[config.mk]
export PLATFORM = sky130hd
export DESIGN_NAME = line_rasterizer_flat
export DESIGN_NICKNAME = d
export VERILOG_FILES = /design/src/hdl/lr_pkg.sv /design/src/hdl/lr_in_if.sv /design/src/hdl/lr_out_if.sv /design/src/hdl/line_rasterizer.sv /design/src/hdl/lr_setup.sv /design/src/flat_wrapper.sv
export SDC_FILE = /design/constraint.sdc
export NUM_CORES = 1
export LEC_CHECK = 0
export BUFFER_PORTS_ARGS = -buffer_cell sky130_fd_sc_hd__buf_4
export CAP_MARGIN = 10
export CORE_UTILIZATION = 45
export DETAILED_ROUTE_END_ITERATION = 8
export PLACE_DENSITY = 0.63
export SYNTH_ARGS = -nofsm -noshare
export SYNTH_HDL_FRONTEND = slang
export SYNTH_SLANG_ARGS = --single-unit
[constraint.sdc]
create_clock -name clk -period 12.61 [get_ports clk]
set_clock_uncertainty 0.15 [all_clocks]
set_input_delay 1.261 -clock clk [delete_from_list [all_inputs] [get_ports clk]]
set_output_delay 1.261 -clock clk [all_outputs]
set_load 0.02 [all_outputs]
[src/hdl/lr_pkg.sv]
// Shared constants for the line rasterizer: line classes, opcodes, register map.
package lr_pkg;

  localparam int COORD_BITS_DEF = 12;
  localparam int DIM_BITS       = 11;
  localparam int CFG_DATA_BITS  = 32;
  localparam int CFG_ADDR_BITS  = 3;

  localparam logic [DIM_BITS-1:0] WIDTH_RST  = 11'd800;
  localparam logic [DIM_BITS-1:0] HEIGHT_RST = 11'd600;

  // Register index as decoded from paddr[2].
  localparam logic REG_WIDTH  = 1'b0;
  localparam logic REG_HEIGHT = 1'b1;

  localparam logic OP_LOAD = 1'b0;
  localparam logic OP_STEP = 1'b1;

  localparam logic [2:0] LC_VERT  = 3'd0;
  localparam logic [2:0] LC_HORZ  = 3'd1;
  localparam logic [2:0] LC_SH_UP = 3'd2;
  localparam logic [2:0] LC_ST_UP = 3'd3;
  localparam logic [2:0] LC_SH_DN = 3'd4;
  localparam logic [2:0] LC_ST_DN = 3'd5;

endpackage

[src/hdl/lr_in_if.sv]
// Input channel of the line rasterizer: load and step words.
interface lr_in_if
  import lr_pkg::*;
#(
  parameter int COORD_BITS = COORD_BITS_DEF
);
  logic                         valid;
  logic                         ready;
  logic                         op;
  logic signed [COORD_BITS-1:0] start_x;
  logic signed [COORD_BITS-1:0] start_y;
  logic signed [COORD_BITS-1:0] end_x;
  logic signed [COORD_BITS-1:0] end_y;

  modport source (output valid, op, start_x, start_y, end_x, end_y, input ready);
  modport sink   (input valid, op, start_x, start_y, end_x, end_y, output ready);
endinterface

[src/hdl/lr_out_if.sv]
// Result channel of the line rasterizer: one pixel word per step.
interface lr_out_if
  import lr_pkg::*;
#(
  parameter int COORD_BITS = COORD_BITS_DEF
);
  logic                         valid;
  logic                         ready;
  logic signed [COORD_BITS-1:0] pixel_x;
  logic signed [COORD_BITS-1:0] pixel_y;
  logic                         visible;
  logic                         last_pixel;

  modport source (output valid, pixel_x, pixel_y, visible, last_pixel, input ready);
  modport sink   (input valid, pixel_x, pixel_y, visible, last_pixel, output ready);
endinterface

[src/hdl/line_rasterizer.sv]
// Top level of the line rasterizer: cursor state, stepping logic and config port.
//
// Usage. Words arrive on in_ch with valid/ready. A word with op = 0 loads a
// line from its two endpoints; it produces no result and replaces any line
// still in progress. A word with op = 1 asks for the next pixel: while a line
// is active it yields one word on out_ch holding the pixel, a visibility flag
// (1..screen_width by 1..screen_height) and a last flag; while idle it is
// consumed and yields nothing. After the last pixel the block goes idle.
//
// Timing. Every accepted word is handled in the cycle it is accepted: setup or
// one Bresenham step is a single add and compare on the cursor and decision
// registers. A pixel appears on out_ch in the cycle after its step word was
// accepted. One word is accepted per cycle while out_ch is not stalled.
//
// Stalls. The output register holds one pixel. in_ch.ready is high while that
// register is empty or being drained this cycle, so a stalled receiver stalls
// the input once a pixel waits in it, and no pixel is ever dropped.
//
// Reset (rst_n low, synchronous) clears the line state to idle and sets the
// screen size to 800 by 600. The APB port writes screen_width at address 0 and
// screen_height at address 4; writes are meant to happen only while idle.
module line_rasterizer
  import lr_pkg::*;
#(
  parameter int COORD_BITS = COORD_BITS_DEF
) (
  input  logic                     clk,
  input  logic                     rst_n,
  lr_in_if.sink                    in_ch,
  lr_out_if.source                 out_ch,
  input  logic                     psel,
  input  logic                     penable,
  input  logic                     pwrite,
  input  logic [CFG_ADDR_BITS-1:0] paddr,
  input  logic [CFG_DATA_BITS-1:0] pwdata,
  output logic [CFG_DATA_BITS-1:0] prdata,
  output logic                     pready
);

  // The decision variable swings up to twice the line extent either way.
  localparam int DEC_BITS = COORD_BITS + 4;
  // Width for the clip compare: holds any coordinate and any screen size.
  localparam int CMP_BITS = ((COORD_BITS > DIM_BITS) ? COORD_BITS : DIM_BITS) + 1;

  // Configuration registers.
  logic [DIM_BITS-1:0] width_r, height_r;
  logic                cfg_we;

  assign pready = 1'b1;
  assign cfg_we = psel && penable && pwrite;

  always_ff @(posedge clk) begin
    if (!rst_n) begin
      width_r  <= WIDTH_RST;
      height_r <= HEIGHT_RST;
    end else if (cfg_we) begin
      if (paddr[2] == REG_WIDTH) begin
        width_r <= pwdata[DIM_BITS-1:0];
      end else begin
        height_r <= pwdata[DIM_BITS-1:0];
      end
    end
  end

  assign prdata = (paddr[2] == REG_HEIGHT) ? CFG_DATA_BITS'(height_r)
                                           : CFG_DATA_BITS'(width_r);

  // Line state.
  logic signed [COORD_BITS-1:0] cursor_x_r, cursor_y_r, loop_end_r;
  logic signed [COORD_BITS-1:0] cursor_x_nxt, cursor_y_nxt;
  logic signed [DEC_BITS-1:0]   decision_r, step_plain_r, step_move_r, decision_nxt;
  logic [2:0]                   line_case_r;
  logic                         active_r;

  // Setup values for a load word, straight from the input channel.
  logic signed [COORD_BITS-1:0] ld_cursor_x, ld_cursor_y, ld_loop_end;
  logic signed [DEC_BITS-1:0]   ld_decision, ld_step_plain, ld_step_move;
  logic [2:0]                   ld_line_case;

  lr_setup #(
    .COORD_BITS (COORD_BITS),
    .DEC_BITS   (DEC_BITS)
  ) u_setup (
    .x0         (in_ch.start_x),
    .y0         (in_ch.start_y),
    .x1         (in_ch.end_x),
    .y1         (in_ch.end_y),
    .cursor_x   (ld_cursor_x),
    .cursor_y   (ld_cursor_y),
    .loop_end   (ld_loop_end),
    .decision   (ld_decision),
    .step_plain (ld_step_plain),
    .step_move  (ld_step_move),
    .line_case  (ld_line_case)
  );

  // Handshake. The output register is the only buffer between the two sides.
  logic out_valid_r;
  logic in_fire, load_fire, step_fire;

  assign in_ch.ready = !out_valid_r || out_ch.ready;
  assign in_fire     = in_ch.valid && in_ch.ready;
  assign load_fire   = in_fire && (in_ch.op == OP_LOAD);
  assign step_fire   = in_fire && (in_ch.op == OP_STEP) && active_r;

  // Per-pixel decisions on the current cursor.
  logic                       along_x, last, vis, mv;
  logic signed [CMP_BITS-1:0] cx_e, cy_e, w_e, h_e;

  assign along_x = (line_case_r == LC_HORZ) || (line_case_r == LC_SH_UP) ||
                   (line_case_r == LC_SH_DN);
  assign last    = (along_x ? cursor_x_r : cursor_y_r) >= loop_end_r;

  assign cx_e = CMP_BITS'(cursor_x_r);
  assign cy_e = CMP_BITS'(cursor_y_r);
  assign w_e  = $signed({{(CMP_BITS-DIM_BITS){1'b0}}, width_r});
  assign h_e  = $signed({{(CMP_BITS-DIM_BITS){1'b0}}, height_r});
  assign vis  = (cx_e >= CMP_BITS'(1)) && (cx_e <= w_e) &&
                (cy_e >= CMP_BITS'(1)) && (cy_e <= h_e);

  // Rising cases move on a non-negative decision, falling ones only on positive.
  always_comb begin
    if ((line_case_r == LC_SH_UP) || (line_case_r == LC_ST_UP)) begin
      mv = !decision_r[DEC_BITS-1];
    end else begin
      mv = !decision_r[DEC_BITS-1] && (decision_r != '0);
    end
  end

  always_comb begin
    cursor_x_nxt = cursor_x_r;
    cursor_y_nxt = cursor_y_r;
    decision_nxt = decision_r + (mv ? step_move_r : step_plain_r);
    unique case (line_case_r)
      LC_HORZ: begin
        cursor_x_nxt = cursor_x_r + COORD_BITS'(1);
        decision_nxt = decision_r;
      end
      LC_SH_UP: begin
        cursor_x_nxt = cursor_x_r + COORD_BITS'(1);
        if (mv) cursor_y_nxt = cursor_y_r + COORD_BITS'(1);
      end
      LC_ST_UP: begin
        cursor_y_nxt = cursor_y_r + COORD_BITS'(1);
        if (mv) cursor_x_nxt = cursor_x_r + COORD_BITS'(1);
      end
      LC_SH_DN: begin
        cursor_x_nxt = cursor_x_r + COORD_BITS'(1);
        if (mv) cursor_y_nxt = cursor_y_r - COORD_BITS'(1);
      end
      LC_ST_DN: begin
        cursor_y_nxt = cursor_y_r + COORD_BITS'(1);
        if (mv) cursor_x_nxt = cursor_x_r - COORD_BITS'(1);
      end
      default: begin
        // Vertical, and the unused codes, walk straight up in y.
        cursor_y_nxt = cursor_y_r + COORD_BITS'(1);
        decision_nxt = decision_r;
      end
    endcase
  end

  always_ff @(posedge clk) begin
    if (!rst_n) begin
      cursor_x_r   <= '0;
      cursor_y_r   <= '0;
      loop_end_r   <= '0;
      decision_r   <= '0;
      step_plain_r <= '0;
      step_move_r  <= '0;
      line_case_r  <= LC_VERT;
      active_r     <= 1'b0;
    end else if (load_fire) begin
      cursor_x_r   <= ld_cursor_x;
      cursor_y_r   <= ld_cursor_y;
      loop_end_r   <= ld_loop_end;
      decision_r   <= ld_decision;
      step_plain_r <= ld_step_plain;
      step_move_r  <= ld_step_move;
      line_case_r  <= ld_line_case;
      active_r     <= 1'b1;
    end else if (step_fire) begin
      if (last) begin
        active_r <= 1'b0;
      end else begin
        cursor_x_r <= cursor_x_nxt;
        cursor_y_r <= cursor_y_nxt;
        decision_r <= decision_nxt;
      end
    end
  end

  // Output register.
  logic signed [COORD_BITS-1:0] pixel_x_r, pixel_y_r;
  logic                         visible_r, last_pixel_r;

  always_ff @(posedge clk) begin
    if (!rst_n) begin
      out_valid_r <= 1'b0;
    end else if (step_fire) begin
      out_valid_r <= 1'b1;
    end else if (out_ch.ready) begin
      out_valid_r <= 1'b0;
    end
  end

  always_ff @(posedge clk) begin
    if (step_fire) begin
      pixel_x_r    <= cursor_x_r;
      pixel_y_r    <= cursor_y_r;
      visible_r    <= vis;
      last_pixel_r <= last;
    end
  end

  assign out_ch.valid      = out_valid_r;
  assign out_ch.pixel_x    = pixel_x_r;
  assign out_ch.pixel_y    = pixel_y_r;
  assign out_ch.visible    = visible_r;
  assign out_ch.last_pixel = last_pixel_r;

  // A new pixel only appears after a step word taken while a line was active.
  a_pixel_from_step: assert property (@(posedge clk) disable iff (!rst_n)
    $rose(out_valid_r) |-> $past(step_fire))
    else $error("pixel emitted without an accepted step");

  // The final pixel of a line ends it.
  a_last_ends_line: assert property (@(posedge clk) disable iff (!rst_n)
    (step_fire && last) |=> !active_r)
    else $error("line still active after its last pixel");

  // A load always starts a line.
  a_load_activates: assert property (@(posedge clk) disable iff (!rst_n)
    load_fire |=> active_r)
    else $error("load did not start a line");

  // A visible pixel never has an x or y coordinate of zero or less.
  a_visible_in_range: assert property (@(posedge clk) disable iff (!rst_n)
    (out_valid_r && visible_r) |-> (pixel_x_r > 0 && pixel_y_r > 0))
    else $error("visible pixel outside the screen");

endmodule

[src/hdl/lr_setup.sv]
// Line setup: endpoint ordering, line classification and decision start values.
module lr_setup
  import lr_pkg::*;
#(
  parameter int COORD_BITS = COORD_BITS_DEF,
  parameter int DEC_BITS   = COORD_BITS + 4
) (
  input  logic signed [COORD_BITS-1:0] x0,
  input  logic signed [COORD_BITS-1:0] y0,
  input  logic signed [COORD_BITS-1:0] x1,
  input  logic signed [COORD_BITS-1:0] y1,
  output logic signed [COORD_BITS-1:0] cursor_x,
  output logic signed [COORD_BITS-1:0] cursor_y,
  output logic signed [COORD_BITS-1:0] loop_end,
  output logic signed [DEC_BITS-1:0]   decision,
  output logic signed [DEC_BITS-1:0]   step_plain,
  output logic signed [DEC_BITS-1:0]   step_move,
  output logic [2:0]                   line_case
);

  logic                         swap;
  logic signed [COORD_BITS-1:0] ax0, ay0, ax1, ay1;
  logic signed [DEC_BITS-1:0]   dx, dy, ady, dx2, ady2;

  assign swap = x1 < x0;
  assign ax0  = swap ? x1 : x0;
  assign ay0  = swap ? y1 : y0;
  assign ax1  = swap ? x0 : x1;
  assign ay1  = swap ? y0 : y1;

  assign dx   = DEC_BITS'(ax1) - DEC_BITS'(ax0);
  assign dy   = DEC_BITS'(ay1) - DEC_BITS'(ay0);
  assign ady  = dy[DEC_BITS-1] ? -dy : dy;
  assign dx2  = dx <<< 1;
  assign ady2 = ady <<< 1;

  always_comb begin
    cursor_x   = ax0;
    cursor_y   = ay0;
    loop_end   = ax1;
    decision   = '0;
    step_plain = '0;
    step_move  = '0;
    priority if (dx == '0) begin
      line_case = LC_VERT;
      cursor_y  = (ay0 < ay1) ? ay0 : ay1;
      loop_end  = (ay0 < ay1) ? ay1 : ay0;
    end else if (dy == '0) begin
      line_case = LC_HORZ;
    end else if (!dy[DEC_BITS-1] && dy <= dx) begin
      line_case  = LC_SH_UP;
      decision   = dy - dx;
      step_plain = dy;
      step_move  = dy - dx;
    end else if (!dy[DEC_BITS-1]) begin
      line_case  = LC_ST_UP;
      loop_end   = ay1;
      decision   = dx - dy;
      step_plain = dx;
      step_move  = dx - dy;
    end else if (ady <= dx) begin
      line_case  = LC_SH_DN;
      decision   = ady2 - dx;
      step_plain = ady2;
      step_move  = ady2 - dx2;
    end else begin
      // Steep falling lines are walked from the endpoint with the smaller y, upward in y with x decreasing.
      line_case  = LC_ST_DN;
      cursor_x   = ax1;
      cursor_y   = ay1;
      loop_end   = ay0;
      decision   = dx2 - ady;
      step_plain = dx2;
      step_move  = dx2 - ady2;
    end
  end

endmodule
[src/flat_wrapper.sv]
// flat-port wrapper written by rule: the top's interface ports become plain ports
module line_rasterizer_flat import lr_pkg::*;
#(
  parameter int COORD_BITS = COORD_BITS_DEF
)
  (clk, rst_n, psel, penable, pwrite, paddr, pwdata, prdata, pready, in_ch_valid, in_ch_op, in_ch_start_x, in_ch_start_y, in_ch_end_x, in_ch_end_y, in_ch_ready, out_ch_valid, out_ch_pixel_x, out_ch_pixel_y, out_ch_visible, out_ch_last_pixel, out_ch_ready);
  lr_in_if #(.COORD_BITS(COORD_BITS)) in_ch_i ();
  lr_out_if #(.COORD_BITS(COORD_BITS)) out_ch_i ();
  input  logic clk;
  input  logic rst_n;
  input  logic psel;
  input  logic penable;
  input  logic pwrite;
  input  logic [CFG_ADDR_BITS-1:0] paddr;
  input  logic [CFG_DATA_BITS-1:0] pwdata;
  output logic [CFG_DATA_BITS-1:0] prdata;
  output logic pready;
  input wire logic [$bits(in_ch_i.valid)-1:0] in_ch_valid;
  input wire logic [$bits(in_ch_i.op)-1:0] in_ch_op;
  input wire logic [$bits(in_ch_i.start_x)-1:0] in_ch_start_x;
  input wire logic [$bits(in_ch_i.start_y)-1:0] in_ch_start_y;
  input wire logic [$bits(in_ch_i.end_x)-1:0] in_ch_end_x;
  input wire logic [$bits(in_ch_i.end_y)-1:0] in_ch_end_y;
  output wire logic [$bits(in_ch_i.ready)-1:0] in_ch_ready;
  output wire logic [$bits(out_ch_i.valid)-1:0] out_ch_valid;
  output wire logic [$bits(out_ch_i.pixel_x)-1:0] out_ch_pixel_x;
  output wire logic [$bits(out_ch_i.pixel_y)-1:0] out_ch_pixel_y;
  output wire logic [$bits(out_ch_i.visible)-1:0] out_ch_visible;
  output wire logic [$bits(out_ch_i.last_pixel)-1:0] out_ch_last_pixel;
  input wire logic [$bits(out_ch_i.ready)-1:0] out_ch_ready;
  assign in_ch_i.valid = in_ch_valid;
  assign in_ch_i.op = in_ch_op;
  assign in_ch_i.start_x = in_ch_start_x;
  assign in_ch_i.start_y = in_ch_start_y;
  assign in_ch_i.end_x = in_ch_end_x;
  assign in_ch_i.end_y = in_ch_end_y;
  assign in_ch_ready = in_ch_i.ready;
  assign out_ch_valid = out_ch_i.valid;
  assign out_ch_pixel_x = out_ch_i.pixel_x;
  assign out_ch_pixel_y = out_ch_i.pixel_y;
  assign out_ch_visible = out_ch_i.visible;
  assign out_ch_last_pixel = out_ch_i.last_pixel;
  assign out_ch_i.ready = out_ch_ready;
  line_rasterizer #(.COORD_BITS(COORD_BITS)) u_core (.clk(clk), .rst_n(rst_n), .in_ch(in_ch_i), .out_ch(out_ch_i), .psel(psel), .penable(penable), .pwrite(pwrite), .paddr(paddr), .pwdata(pwdata), .prdata(prdata), .pready(pready));
endmodule
==> impl_metrics.py <==
metrics = {
    "power": {
        "combPwrFrac_pct": 66.6,
        "power_leakage_nw": 7.453,
        "power_frac_clock_pct": 16.6,
        "swShare_pct": 49.46,
        "powerDensity_nw_per_um2": 180.7,
        "p_seq_share_pct": 16.8,
        "p_int_w": 0.001592,
        "p_sw_w": 0.001559,
        "peakVddDrop_mv": 0.1299,
    },
    "die": {
        "die-area_sq_um": 35910,
        "die_w_microns": 189.5,
        "design.core.area_sq_um": 34540,
        "ios": 152,
        "start_util_pct": 45.80,
        "die_h_microns": 189.5,
        "num_rows": 68,
    },
    "timing": {
        "max_freq_ghz": 0.09348,
        "hold_viol": 0,
        "tns_ps": 0,
        "min_period_ps": 10700,
        "setup-violations-final": 0,
        "drv_slew": 0,
        "maxSlewHeadroom_pct": 18.92,
        "fin_crit_sh_pct": 84.83,
        "tightest_slew_ps": 1207,
        "rsz0062_at_grt": "false",
        "finalHoldWorstSlack_ps": 302.6,
    },
    "yosys": {
        "yosys.area.top_type_share_pct": 14.05,
        "synth.avg_cell_area_sq_um": 7.376,
        "async_flop_share_pct": 0,
        "yosysWarnings": 0,
        "synth_area_leaders": "dfxtp_1 14%, ha_1 12%, a21oi_1 6.7%",
        "synth_cells": 2145,
        "syn_area_sq_um": 15820,
        "yosysTopAreaCell": "dfxtp_1",
        "synthTopCellsByCount": "242 x nand2_1, 213 x a21oi_1, 169 x o21ai_0",
        "synth_most_common_cell": "nand2_1",
        "synth_edf_count": 26,
        "synthFlopType": "dfxtp_1",
        "synth.distinct_cells": 98,
        "ys_ff_latch": 137,
        "synth-seq-area-share_pct": 18.98,
    },
    "routing": {
        "drc": 0,
        "vias_per_cell": 6.050,
        "wl_per_cell_microns": 19.90,
        "ant_nets": 0,
        "first_iter_violations": 1455,
        "vias": 15971,
        "first_pass_iters": 5,
        "routed_wl_mm": 52.53,
    },
    "grt": {
        "grt_antenna_before_repair": 0,
        "grt_pass1_wl_mm": 82.11,
        "grt_pass1_vias": 14977,
        "grt_max_degree": 68,
        "grt_overflow": 0,
        "track_usage_pct": 28.86,
    },
    "final_layout": {
        "drive_above_1_share_pct": 11.67,
        "n_antenna_cell": 0,
        "nets": 2420,
        "area.growth.synth_to_final_pct": 10.22,
    },
    "setup_path": {
        "crit_path_top_delay_cell": "xnor2_2",
        "cp-start-kind": "input port",
        "reg2reg_from": "u_core.decision_r[1]",
        "r2r_end": "u_core.decision_r[14]",
        "critPathMaxStageDelay_ps": 750,
        "crit_path_frequent_cell": "a21oi_1",
        "r2r_setup_slack_ps": 6910,
        "critPathLaunch": "in_ch_start_x[11]",
        "critPathMaxFanout": 29,
        "crit_required_ps": 12740,
        "crit_type": "in -> reg",
        "crit_arrival_ps": 10830,
        "crit_path_end_kind": "flip-flop",
        "reg2reg_depth": 22,
    },
    "placement": {
        "place_hpwl_mm": 40.33,
        "port_buffers": 106,
        "gp_congestion": 0.9526,
    },
    "clock_tree": {
        "clk_pin_slew_worst_paths_ps": 70,
        "postCtsSetupRepairBufs": 0,
        "clk_path_buf_depth": 2,
        "cts_inserted_buffers": 17,
        "ctsHoldBuffers": 0,
        "cts_root_buf": "clkbuf_16",
        "clock-sinks": 137,
        "post_cts_resize_count": 0,
        "cts-htree-levels": 4,
        "clk_latency_ps": 430,
        "cts_tree": "done",
    },
    "worst_hold_path": {
        "min-delay-start": "u_core.step_move_r[11]",
        "hold_class": "reg -> reg",
        "holdPathEnd": "u_core.step_move_r[11]",
        "holdPathStages": 2,
    },
    "run": {
        "max_cap_viol_count": 0,
    },
    "status": {
        "run_status": "completed",
    },
}
worst max-delay path: cells and delay by family:
kind                       cells  cell delay, ps
and+or+nand+nor                5            1170
AOI/OAI and AO/OA             17            4860
buffers and inverters          4             720
muxes                          1             400
xor gates and xnor gates       2            1130
adders and majority gates      3            1220
through the flow:
| step | cell area (sq um) | total power, W | utilization [%] | std cells | setup slack (ps) |
|---|---|---|---|---|---|
| after global routing | 17440 | 0.003384 | 50.48 | 2640 | 1475 |
| final | 17440 | 0.003151 | 50.48 | 2640 | 1913 |
| after detailed placement | 16830 | 0.002582 | 48.71 | 2608 | 1718 |
| after global placement | 16830 | 0.002548 | 48.71 | 2608 | 1802 |
| after floorplan | 15920 | 0.002077 | - | 2170 | 3429 |
| after CTS | 17440 | 0.003112 | 50.48 | 2640 | 2137 |
final cells by class:
class / count / area, sq um
multi-input combinational: 1738 / 11710
tap: 455 / 569.3
timing repair buffer: 132 / 991.0
fill: 3468 / 17110
clock buffer: 19 / 475.5
clock inverter: 13 / 136.4
inverter: 146 / 549.3
sequential: 137 / 3003
kinds of logic after synthesis:
| logic type | after synthesis | share of synthesized area (%) |
|---|---|---|
| AND/OR/NAND/NOR | 646 | 19.31 |
| adder cells (fa/ha/maj) | 166 | 13.32 |
| multiplexers | 76 | 5.156 |
| other | 2 | 0.04747 |
| AO/OA/AOI/OAI | 714 | 29.15 |
| flip-flops | 137 | 18.98 |
| XOR/XNOR | 109 | 6.176 |
| buffers and inverters | 295 | 7.861 |
flip-flops by register name (all words and copies together), names as in the netlist:
name / count
u_core.active_r: 1
u_core.cursor_x_r: 12
u_core.cursor_y_r: 12
u_core.decision_r: 16
u_core.height_r: 11
u_core.line_case_r: 3
u_core.loop_end_r: 12
u_core.out_ch.last_pixel: 1
u_core.out_ch.pixel_x: 12
u_core.out_ch.pixel_y: 12
u_core.out_ch.valid: 1
u_core.out_ch.visible: 1
u_core.step_move_r: 16
u_core.step_plain_r: 16
u_core.width_r: 11
how the worst max path moves through the flow:
stage,endpoint,slack (ps)
6_report,u_core.cursor_y_r[7],1910
5_1_grt,u_core.step_move_r[15],1470
2_1_floorplan,u_core.step_move_r[15],3430
4_1_cts,u_core.cursor_y_r[7],2140
3_5_place_dp,u_core.cursor_y_r[7],1720
3_3_place_gp,u_core.cursor_y_r[7],1800
routing by layer:
layer,vias up,wire [microns],global-route usage [%]
li1,7698,-,-
met1,7568,23050,37.70
met2,608,24690,49.07
met3,97,3045,2.836
met4,0,1738,10.36
met5,-,0,0
layout by cell type, fill, tap and decap left out, drive strengths merged, types with 53 or more instances in the layout:
cell type	synthesis	layout
o21ai	181	181
buf	48	132
nor2	151	151
xnor2	84	84
inv	142	152
ha	150	150
o211ai	53	53
a21oi	216	216
dfxtp	111	111
nand2	242	242
power groups by stage:
stage | Sequential [W] | Clock, W | Combinational (W)
floorplan | 0.000520 | 0 | 0.00156
global placement | 0.000536 | 0 | 0.00201
detailed placement | 0.000538 | 0 | 0.00204
CTS | 0.000528 | 0.000528 | 0.00206
global route | 0.000534 | 0.000549 | 0.00230
finish | 0.000529 | 0.000522 | 0.00210
Power figures use the tool's default switching activity.
